$ cat config.mk
export PLATFORM = sky130hd
export DESIGN_NAME = sml_tl_stream_parser_core
export DESIGN_NICKNAME = d
export VERILOG_FILES = /design/src/rtl/sml_tl_pkg.sv /design/src/rtl/sml_tl_stream_parser_core.sv /design/src/rtl/sml_tl_ctrl.sv /design/src/rtl/sml_tl_dp.sv
export VERILOG_INCLUDE_DIRS = /design/src /design/src/rtl
export SDC_FILE = /design/constraint.sdc
export NUM_CORES = 1
export LEC_CHECK = 0
export BUFFER_PORTS_ARGS = -buffer_cell sky130_fd_sc_hd__clkbuf_2
export CORE_ASPECT_RATIO = 0.8
export CORE_MARGIN = 2
export CORE_UTILIZATION = 54
export CTS_BUF_LIST = sky130_fd_sc_hd__clkbuf_8
export CTS_CLUSTER_DIAMETER = 30
export DETAILED_ROUTE_END_ITERATION = 8
export PLACE_DENSITY = 0.72
export SYNTH_ARGS = -nofsm -noshare
export SYNTH_HDL_FRONTEND = slang
export SYNTH_SLANG_ARGS = --single-unit
$ cat constraint.sdc
create_clock -name aclk -period 6.2 [get_ports aclk]
set_clock_uncertainty 0.05 [all_clocks]
set_input_delay 0.31 -clock aclk [delete_from_list [all_inputs] [get_ports aclk]]
set_output_delay 0.31 -clock aclk [all_outputs]
set_load 0.05 [all_outputs]
$ cat src/rtl/sml_tl_stream_parser_core_defines.svh
// Assertion macros used by the top level of the SML type-length parser.
`ifndef SML_TL_STREAM_PARSER_CORE_DEFINES_SVH
`define SML_TL_STREAM_PARSER_CORE_DEFINES_SVH

// Checks that the consequent holds in the same cycle as the antecedent.
`define SML_TL_ASSERT_SAME(label, ante, cons, msg) \
    label: assert property (@(posedge aclk) disable iff (!aresetn) (ante) |-> (cons)) \
        else $error(msg);

// Checks that the consequent holds in the cycle after the antecedent.
`define SML_TL_ASSERT_NEXT(label, ante, cons, msg) \
    label: assert property (@(posedge aclk) disable iff (!aresetn) (ante) |=> (cons)) \
        else $error(msg);

`endif

$ cat src/rtl/sml_tl_pkg.sv
// Types and constants shared by the SML type-length parser modules.
`default_nettype none

package sml_tl_pkg;

    // Event kinds reported with every byte.
    localparam logic [2:0] EV_IGNORED = 3'd0;
    localparam logic [2:0] EV_HEADER  = 3'd1;
    localparam logic [2:0] EV_VALUE   = 3'd2;
    localparam logic [2:0] EV_EOM     = 3'd3;
    localparam logic [2:0] EV_FILL    = 3'd4;

    // Error codes.
    localparam logic [1:0] ERR_NONE  = 2'd0;
    localparam logic [1:0] ERR_TRUNC = 2'd1;
    localparam logic [1:0] ERR_DEPTH = 2'd2;
    localparam logic [1:0] ERR_LEN   = 2'd3;

    // SML type code that marks a list.
    localparam logic [2:0] TYPE_LIST = 3'd7;

    // Operation on the list stack for one byte.
    typedef enum logic [1:0] {
        STK_NONE,
        STK_CLOSE,
        STK_OPEN_PLAIN,
        STK_OPEN_EXT
    } stk_op_t;

    // Operation on the pending header and value counters for one byte.
    typedef enum logic [2:0] {
        VAL_NONE,
        VAL_HOLD_EXT,
        VAL_START_PLAIN,
        VAL_START_EXT,
        VAL_STEP
    } val_op_t;

    // Source of the reported node type.
    typedef enum logic [1:0] {
        NT_ZERO,
        NT_BYTE,
        NT_PEND
    } nt_sel_t;

    // Command from the controller to the datapath.
    typedef struct packed {
        logic       load;
        stk_op_t    stk;
        val_op_t    val;
        logic [2:0] ev;
        nt_sel_t    nt_sel;
        logic       show_depth;
        logic       done;
        logic [1:0] err;
    } ctl_cmd_t;

    // Decode and stack status from the datapath to the controller.
    typedef struct packed {
        logic byte_zero;
        logic type_ext;
        logic type_list;
        logic len_zero;
        logic len_one;
        logic depth_zero;
        logic depth_full;
        logic pend_list;
        logic ext_len_zero;
        logic ext_len_lt2;
        logic ext_len_eq2;
        logic rem_last;
        logic close_left_nz;
    } dp_status_t;

endpackage

`default_nettype wire

$ cat src/rtl/sml_tl_stream_parser_core.sv
// Top level of the SML type-length stream parser.
//
// The block takes an SML file one byte per request on the s_ channel, with
// s_frame_start on the first byte of a file and s_frame_end on the last byte
// of the buffer. For every accepted request it returns exactly one result
// request on the m_ channel that tags the byte: header, value byte,
// end-of-message marker, fill stop or ignored, with the list depth, node type,
// value index, node completion, the number of lists closed and an error code.
// The result of a byte is presented in the cycle after it is accepted.
// Throughput is one byte per cycle while the receiver does not stall; the
// whole decode and the cascaded list close over the MAX_DEPTH-entry stack are combinational.
// The result sits in an output register, so a new byte is accepted while the
// previous result is being taken. When the receiver stalls, s_ready drops
// and the held result stays unchanged until m_ready is seen.
// A synchronous reset (aresetn low) empties the output register and returns
// the parser to expecting a header at depth zero. After an error, a fill byte
// or the last byte of a buffer the parser reports every byte as ignored until
// a request with s_frame_start arrives.
`default_nettype none

`include "sml_tl_stream_parser_core_defines.svh"

module sml_tl_stream_parser_core
    import sml_tl_pkg::*;
#(
    parameter int MAX_DEPTH = 8
) (
    input  wire logic       aclk,
    input  wire logic       aresetn,
    input  wire logic       s_valid,
    output logic            s_ready,
    input  wire logic [7:0] s_data_byte,
    input  wire logic       s_frame_start,
    input  wire logic       s_frame_end,
    output logic            m_valid,
    input  wire logic       m_ready,
    output logic [2:0]      m_event_kind,
    output logic [3:0]      m_nest_depth,
    output logic [2:0]      m_node_type,
    output logic [7:0]      m_value_byte,
    output logic [7:0]      m_value_index,
    output logic            m_node_done,
    output logic [3:0]      m_lists_closed,
    output logic [1:0]      m_error_code
);

    ctl_cmd_t   cmd;
    dp_status_t status;

    // The controller tracks the parse phase and the handshake; it turns the
    // decode status into one command per accepted byte.
    sml_tl_ctrl u_ctrl (
        .aclk          (aclk),
        .aresetn       (aresetn),
        .s_valid       (s_valid),
        .s_frame_start (s_frame_start),
        .s_frame_end   (s_frame_end),
        .m_ready       (m_ready),
        .status        (status),
        .s_ready       (s_ready),
        .m_valid       (m_valid),
        .cmd           (cmd)
    );

    // The datapath decodes the byte, keeps the stack of remaining child
    // counts and holds the result register.
    sml_tl_dp #(
        .MAX_DEPTH (MAX_DEPTH)
    ) u_dp (
        .aclk           (aclk),
        .aresetn        (aresetn),
        .s_data_byte    (s_data_byte),
        .s_frame_start  (s_frame_start),
        .cmd            (cmd),
        .status         (status),
        .m_event_kind   (m_event_kind),
        .m_nest_depth   (m_nest_depth),
        .m_node_type    (m_node_type),
        .m_value_byte   (m_value_byte),
        .m_value_index  (m_value_index),
        .m_node_done    (m_node_done),
        .m_lists_closed (m_lists_closed),
        .m_error_code   (m_error_code)
    );

    // Every accepted byte produces a result in the next cycle.
    `SML_TL_ASSERT_NEXT(a_accept_gives_result, s_valid && s_ready, m_valid, "accepted byte gave no result")

    // An ignored byte carries no other information.
    `SML_TL_ASSERT_SAME(a_ignored_is_blank, m_valid && (m_event_kind == EV_IGNORED), (m_nest_depth == 4'd0) && (m_node_type == 3'd0) && (m_value_byte == 8'd0) && (m_lists_closed == 4'd0) && !m_node_done && (m_error_code == ERR_NONE), "ignored byte has nonzero fields")

    // Lists only close when a node completes.
    `SML_TL_ASSERT_SAME(a_close_needs_done, m_valid && (m_lists_closed != 4'd0), m_node_done, "lists closed without a completed node")

    // A value byte can only report truncation.
    `SML_TL_ASSERT_SAME(a_value_error, m_valid && (m_event_kind == EV_VALUE), (m_error_code == ERR_NONE) || (m_error_code == ERR_TRUNC), "value byte reported a header error")

endmodule

`default_nettype wire

$ cat src/rtl/sml_tl_ctrl.sv
// Parse-phase controller and output handshake of the SML type-length parser.
`default_nettype none

module sml_tl_ctrl
    import sml_tl_pkg::*;
(
    input  wire logic       aclk,
    input  wire logic       aresetn,
    input  wire logic       s_valid,
    input  wire logic       s_frame_start,
    input  wire logic       s_frame_end,
    input  wire logic       m_ready,
    input  wire dp_status_t status,
    output logic            s_ready,
    output logic            m_valid,
    output ctl_cmd_t        cmd
);

    typedef enum logic [1:0] {
        ST_HEADER,
        ST_EXT,
        ST_VALUE,
        ST_STOPPED
    } state_t;

    state_t state_reg, state_next, eff_state, parse_next, final_state;
    logic   m_valid_reg, m_valid_next;
    logic   accept;
    logic   stop_req;
    logic   depth_after_nz;

    always_comb begin
        s_ready   = !m_valid_reg || m_ready;
        accept    = s_valid && s_ready;
        // A frame start clears the parser before the byte is decoded.
        eff_state = s_frame_start ? ST_HEADER : state_reg;

        cmd.load       = accept;
        cmd.stk        = STK_NONE;
        cmd.val        = VAL_NONE;
        cmd.ev         = EV_IGNORED;
        cmd.nt_sel     = NT_ZERO;
        cmd.show_depth = 1'b0;
        cmd.done       = 1'b0;
        cmd.err        = ERR_NONE;
        parse_next     = eff_state;
        stop_req       = 1'b0;

        unique case (eff_state)
            ST_HEADER: begin
                cmd.show_depth = 1'b1;
                if (status.byte_zero && status.depth_zero) begin
                    cmd.ev   = EV_FILL;
                    stop_req = 1'b1;
                end else begin
                    cmd.ev     = EV_HEADER;
                    cmd.nt_sel = NT_BYTE;
                    priority if (status.type_ext) begin
                        cmd.val    = VAL_HOLD_EXT;
                        parse_next = ST_EXT;
                    end else if (status.byte_zero) begin
                        cmd.ev   = EV_EOM;
                        cmd.done = 1'b1;
                        cmd.stk  = STK_CLOSE;
                    end else if (status.type_list) begin
                        priority if (status.len_zero) begin
                            cmd.done = 1'b1;
                            cmd.stk  = STK_CLOSE;
                        end else if (status.depth_full) begin
                            cmd.err = ERR_DEPTH;
                        end else begin
                            cmd.stk = STK_OPEN_PLAIN;
                        end
                    end else if (status.len_zero) begin
                        cmd.err = ERR_LEN;
                    end else if (status.len_one) begin
                        cmd.done = 1'b1;
                        cmd.stk  = STK_CLOSE;
                    end else begin
                        cmd.val    = VAL_START_PLAIN;
                        parse_next = ST_VALUE;
                    end
                end
            end
            ST_EXT: begin
                cmd.show_depth = 1'b1;
                cmd.ev         = EV_HEADER;
                cmd.nt_sel     = NT_PEND;
                parse_next     = ST_HEADER;
                if (status.pend_list) begin
                    priority if (status.ext_len_zero) begin
                        cmd.done = 1'b1;
                        cmd.stk  = STK_CLOSE;
                    end else if (status.depth_full) begin
                        cmd.err = ERR_DEPTH;
                    end else begin
                        cmd.stk = STK_OPEN_EXT;
                    end
                end else begin
                    priority if (status.ext_len_lt2) begin
                        cmd.err = ERR_LEN;
                    end else if (status.ext_len_eq2) begin
                        cmd.done = 1'b1;
                        cmd.stk  = STK_CLOSE;
                    end else begin
                        cmd.val    = VAL_START_EXT;
                        parse_next = ST_VALUE;
                    end
                end
            end
            ST_VALUE: begin
                cmd.show_depth = 1'b1;
                cmd.ev         = EV_VALUE;
                cmd.nt_sel     = NT_PEND;
                cmd.val        = VAL_STEP;
                if (status.rem_last) begin
                    cmd.done   = 1'b1;
                    cmd.stk    = STK_CLOSE;
                    parse_next = ST_HEADER;
                end
            end
            ST_STOPPED: begin
                parse_next = ST_STOPPED;
            end
        endcase

        unique case (cmd.stk)
            STK_CLOSE:                    depth_after_nz = status.close_left_nz;
            STK_OPEN_PLAIN, STK_OPEN_EXT: depth_after_nz = 1'b1;
            STK_NONE:                     depth_after_nz = !status.depth_zero;
        endcase

        final_state = parse_next;
        if (eff_state != ST_STOPPED) begin
            if (cmd.err != ERR_NONE) begin
                final_state = ST_STOPPED;
            end else if (s_frame_end && (parse_next != ST_HEADER || depth_after_nz)) begin
                cmd.err = ERR_TRUNC;
            end
            if (s_frame_end || stop_req) begin
                final_state = ST_STOPPED;
            end
        end

        state_next   = accept ? final_state : state_reg;
        m_valid_next = accept ? 1'b1 : (m_ready ? 1'b0 : m_valid_reg);
        m_valid      = m_valid_reg;
    end

    always_ff @(posedge aclk) begin
        if (!aresetn) begin
            state_reg   <= ST_HEADER;
            m_valid_reg <= 1'b0;
        end else begin
            state_reg   <= state_next;
            m_valid_reg <= m_valid_next;
        end
    end

endmodule

`default_nettype wire

$ cat src/rtl/sml_tl_dp.sv
// Datapath of the SML type-length parser: header decode, list stack and result registers.
`default_nettype none

module sml_tl_dp
    import sml_tl_pkg::*;
#(
    parameter int MAX_DEPTH = 8
) (
    input  wire logic       aclk,
    input  wire logic       aresetn,
    input  wire logic [7:0] s_data_byte,
    input  wire logic       s_frame_start,
    input  wire ctl_cmd_t   cmd,
    output dp_status_t      status,
    output logic [2:0]      m_event_kind,
    output logic [3:0]      m_nest_depth,
    output logic [2:0]      m_node_type,
    output logic [7:0]      m_value_byte,
    output logic [7:0]      m_value_index,
    output logic            m_node_done,
    output logic [3:0]      m_lists_closed,
    output logic [1:0]      m_error_code
);

    localparam int DW = $clog2(MAX_DEPTH + 1);

    logic [DW-1:0] depth_reg, depth_next, eff_depth;
    logic [DW-1:0] close_depth, closed_cnt;
    logic [7:0]    child_reg  [MAX_DEPTH];
    logic [7:0]    child_next [MAX_DEPTH];
    logic [MAX_DEPTH-1:0] closes;
    logic          chain;

    logic [2:0] pend_type_reg, pend_type_next;
    logic [3:0] pend_len_reg, pend_len_next;
    logic [7:0] rem_reg, rem_next;
    logic [7:0] pos_reg, pos_next;

    logic [3:0] byte_len;
    logic [2:0] byte_type;
    logic [7:0] ext_len;
    logic [7:0] open_len;

    logic [2:0] ev_reg;
    logic [3:0] dep_reg;
    logic [2:0] nt_reg;
    logic [7:0] vb_reg;
    logic [7:0] vi_reg;
    logic       done_reg;
    logic [3:0] closed_reg;
    logic [1:0] err_reg;
    logic [2:0] nt_out;

    always_comb begin
        byte_len  = s_data_byte[3:0];
        byte_type = s_data_byte[6:4];
        ext_len   = {pend_len_reg, byte_len};
        eff_depth = s_frame_start ? '0 : depth_reg;

        // Lists close from the top of the stack down while their last child is counted.
        chain  = 1'b1;
        closes = '0;
        for (int i = MAX_DEPTH - 1; i >= 0; i--) begin
            if (DW'(i) < eff_depth) begin
                chain     = chain && (child_reg[i] == 8'd1);
                closes[i] = chain;
            end
        end
        close_depth = '0;
        for (int i = 0; i < MAX_DEPTH; i++) begin
            if ((DW'(i) < eff_depth) && !closes[i]) begin
                close_depth = DW'(i + 1);
            end
        end
        closed_cnt = eff_depth - close_depth;

        status.byte_zero     = (s_data_byte == 8'd0);
        status.type_ext      = s_data_byte[7];
        status.type_list     = (byte_type == TYPE_LIST);
        status.len_zero      = (byte_len == 4'd0);
        status.len_one       = (byte_len == 4'd1);
        status.depth_zero    = (eff_depth == '0);
        status.depth_full    = (eff_depth >= DW'(MAX_DEPTH));
        status.pend_list     = (pend_type_reg == TYPE_LIST);
        status.ext_len_zero  = (ext_len == 8'd0);
        status.ext_len_lt2   = (ext_len < 8'd2);
        status.ext_len_eq2   = (ext_len == 8'd2);
        status.rem_last      = (rem_reg == 8'd1);
        status.close_left_nz = (close_depth != '0);

        open_len = (cmd.stk == STK_OPEN_PLAIN) ? {4'd0, byte_len} : ext_len;

        for (int i = 0; i < MAX_DEPTH; i++) begin
            child_next[i] = child_reg[i];
            unique case (cmd.stk)
                STK_CLOSE: begin
                    if (closes[i]) begin
                        child_next[i] = 8'd0;
                    end else if (DW'(i + 1) == close_depth) begin
                        child_next[i] = child_reg[i] - 8'd1;
                    end
                end
                STK_OPEN_PLAIN, STK_OPEN_EXT: begin
                    if (DW'(i) == eff_depth) begin
                        child_next[i] = open_len;
                    end
                end
                STK_NONE: begin
                end
            endcase
        end

        unique case (cmd.stk)
            STK_CLOSE:                    depth_next = close_depth;
            STK_OPEN_PLAIN, STK_OPEN_EXT: depth_next = eff_depth + DW'(1);
            STK_NONE:                     depth_next = eff_depth;
        endcase

        pend_type_next = pend_type_reg;
        pend_len_next  = pend_len_reg;
        rem_next       = rem_reg;
        pos_next       = pos_reg;
        unique case (cmd.val)
            VAL_HOLD_EXT: begin
                pend_type_next = byte_type;
                pend_len_next  = byte_len;
            end
            VAL_START_PLAIN: begin
                pend_type_next = byte_type;
                rem_next       = {4'd0, byte_len} - 8'd1;
                pos_next       = 8'd0;
            end
            VAL_START_EXT: begin
                rem_next = ext_len - 8'd2;
                pos_next = 8'd0;
            end
            VAL_STEP: begin
                rem_next = rem_reg - 8'd1;
                pos_next = pos_reg + 8'd1;
            end
            default: begin
            end
        endcase

        unique case (cmd.nt_sel)
            NT_BYTE: nt_out = byte_type;
            NT_PEND: nt_out = pend_type_reg;
            default: nt_out = 3'd0;
        endcase
    end

    always_ff @(posedge aclk) begin
        if (!aresetn) begin
            depth_reg <= '0;
        end else if (cmd.load) begin
            depth_reg <= depth_next;
        end
    end

    always_ff @(posedge aclk) begin
        if (cmd.load) begin
            child_reg     <= child_next;
            pend_type_reg <= pend_type_next;
            pend_len_reg  <= pend_len_next;
            rem_reg       <= rem_next;
            pos_reg       <= pos_next;
            ev_reg        <= cmd.ev;
            dep_reg       <= cmd.show_depth ? 4'(eff_depth) : 4'd0;
            nt_reg        <= nt_out;
            vb_reg        <= (cmd.val == VAL_STEP) ? s_data_byte : 8'd0;
            vi_reg        <= (cmd.val == VAL_STEP) ? pos_reg : 8'd0;
            done_reg      <= cmd.done;
            closed_reg    <= (cmd.stk == STK_CLOSE) ? 4'(closed_cnt) : 4'd0;
            err_reg       <= cmd.err;
        end
    end

    assign m_event_kind   = ev_reg;
    assign m_nest_depth   = dep_reg;
    assign m_node_type    = nt_reg;
    assign m_value_byte   = vb_reg;
    assign m_value_index  = vi_reg;
    assign m_node_done    = done_reg;
    assign m_lists_closed = closed_reg;
    assign m_error_code   = err_reg;

endmodule

`default_nettype wire
==> impl_results.md <==
* Status: complete, no violations
* Htree depth at 4
* Primary FF master, synth: edfxtp_1
* Clock Sinks at around 130
* Largest net degree at the start of global routing at 44
* Synth Area in Compound Gates at 13.9%
* Synth Area in Simple Gates at 18.1%
* EDFF count, synth at 120
* VDD IR max at ~0.24 mV
* Measured slew at the worst slew-check pin at between 1 and 1.5 ns
* Drc violations at 0
* Number of global-route vias before repair at around 5500
* Post-synthesis cell type with the largest combined area: edfxtp_1
* CTS resizes at 0
* Std-Cell Rows at 38
* Share of cells above drive strength 1 at between 10% and 20%
* Tot GR Track Use at between 20 and 30%
* Die ar. at roughly 15000 sq um
* Final setup margin at between 2 and 2.5 ns
* CP startpoint kind: register
* Clock transition at path regs at 0.07 ns
* Core box area at ~14000 sq um
* CP arrival at 3.79 ns
* CTS buffer count at 17
* CTS Hold Bufs at 0
* CTS tree: done
* Share of the synthesized area in the top cell type at 48.2%
* Post-route minimum period at 3.78 ns
* Async SR Flop Fraction at 0%
* WP data required at 6.21 ns
* Die extent in y at 109 microns
* Max FO, Critical Path at 8
* First-pass GRT wire length at around 28000 microns
* Pwr Density at 240 nW/um^2
* Final Net Count at between 800 and 900
* Final setup TNS at 0 ns
* Crit end category: register
* Initial core utilization at 55.2%
* Number of diodes at 0
* Drt wl/cell at 18.6 microns
* Post-Synthesis Net Count at between 700 and 800
* DP HPWL at between 10000 and 15000 microns
* Final number of max-transition violations at 0
* Worst-skew pair later-pin latency at 0.46 ns
* Yosys cell types at 69
* Post-synthesis sequential area ratio at approximately 50%
* RD Place Congestion at 0.987
* RSZ-0062 raised after global routing: no
* Critical Path Max Stage Delay at roughly 1.1 ns
* Routed wire length at 17600 microns
* Max Cap Violations at 0
* Clk Tree Root Cell: clkbuf_8
* IO buf count at 48
* Worst slack, placed at 2.14 ns
* Synth Warn # at 0
* Crit Path Class: register to register
* Combinational family with the most area after synthesis: simple AND/OR/NAND/NOR gates
* Final period util at 61.0%
* Area contributors post-synth: edfxtp_1 48%, ha_1 6.2%, xnor2_1 5.4%
* Die width at between 100 and 150 microns
* I/O pins at slightly below 50
* Final Hold Violating Endpoints at 0
* Max FFs per register at 64
* Multiplexer share of the synthesized area at less than 1%
* Count of final setup violators at 0
* Initial DRC Count at a little over 500
* Leakage at around 3.1 nW
* Setup bufs post-CTS at 0
* Post-synthesis xor/xnor area fraction at under 10%
* Relative slew slack at 13.1%
* Bufs on Longest Clock Path at 2
* Mapped cell area at roughly 7500 sq um
* Highest-delay cell along the critical path: a311oi_1
* Post-Synthesis Cells at 700
* DRT antenna net count at 0
* Congestion Overflow GR at 0
* Crit-path cells: nand2b_1, inv_1, ha_1, and3_1, a22oi_1, o21ai_1, o31ai_2, nor2_1, a311oi_1
* Yosys reg bits at around 130
* DRT Pass-1 Iters at 5
* HP Class: input pin to register
* Top-count cell post-synth: edfxtp_1
* Area delta synth->final at 11.3%
* DR vias/cell at around 6
* Synth Area in Adders at between 6 and 7%
* F_max at approximately 260 MHz
* Top cells by count, synth: 120 x edfxtp_1, 61 x nor2_1, 61 x o21ai_0, 46 x xnor2_1, 43 x nand2_1
* Vias at around 5700
* Avg Cell Area, Syn at ~11 sq um
* Initial antenna violation count at 0
-- where the power goes --
group	internal, mW	switching [mW]	total, mW	leakage, nW
clock network	0.436	0.344	0.779	0.212
registers	0.972	0.0191	0.991	1.18
logic	0.0695	0.162	0.231	1.67
total	1.48	0.524	2.00	3.07
-- critical path: cells and delay by family (launching register included) --
| family | cells | cell delay [ns] |
|---|---|---|
| AO/OA/AOI/OAI | 4 | 2.01 |
| AND/OR/NAND/NOR | 3 | 0.61 |
| flip-flops | 1 | 0.32 |
| adder cells (fa/ha/maj) | 1 | 0.28 |
| buffers and inverters | 1 | 0.12 |
-- placed cells by master (no fill, tap or decap), types with 17 or more instances in the layout --
cell type	synthesis	layout
a21oi_1	24	24
and2_1	25	25
clkbuf_2	0	48
clkbuf_8	0	17
edfxtp_1	120	120
ha_1	37	37
inv_1	38	38
nand2_1	43	43
nand3_1	20	20
nor2_1	61	61
nor3_1	20	20
o21ai_0	61	61
o21ai_1	22	22
xnor2_1	46	46
xor2_1	23	23
-- path summary, 6_finish.rpt --
| check | slack (ns) | end | start | cells past startpoint |
|---|---|---|---|---|
| hold reg to reg | 0.49 | u_ctrl.m_valid | u_ctrl.m_valid | 2 |
| setup / recovery | 2.42 | u_dp.child_reg[38] | u_ctrl.state_reg[0] | 9 |
| hold / removal | 0.05 | u_ctrl.m_valid | s_valid | 3 |
| setup reg to reg | 2.42 | u_dp.child_reg[38] | u_ctrl.state_reg[0] | 9 |
-- metrics by stage --
step                utilization [%]  hold slack, ns  area, sq um  power, mW  instances
finish                         61.5          0.0516         8330       2.00        947
detailed placement             58.3           0.481         7910       1.24        916
floorplan                         -           0.359         7480       1.18        700
CTS                            61.5          0.0318         8330       2.01        947
global placement               58.3           0.471         7910       1.23        916
global route                   61.5          0.0497         8330       2.07        947
-- area by class of cell --
type,count,area (sq um)
inverter,38,143
fill,1091,5220
clock buffer,17,234
multi-input combinational,519,3520
clock inverter,14,190
timing repair buffer,52,270
tap,180,225
sequential,127,3740
-- cell families (layout without fill, tap and decap cells) --
logic type      after synthesis  count (layout)
compound gates              161             161
simple gates                247             247
buf+inv                      54             121
flops                       127             127
fa+ha+maj                    38              38
mux                           4               4
xor+xnor                     69              69
-- metal layers --
layer | track usage (%) | up-vias | part of all wire, %
met2 | 38.7 | 245 | 45
met3 | 6.46 | 18 | 7.1
met4 | 6.62 | 0 | 1.1
met1 | 35.6 | 2772 | 47
li1 | - | 2677 | -
met5 | 0 | - | 0
(Power assumes the default switching activity.)
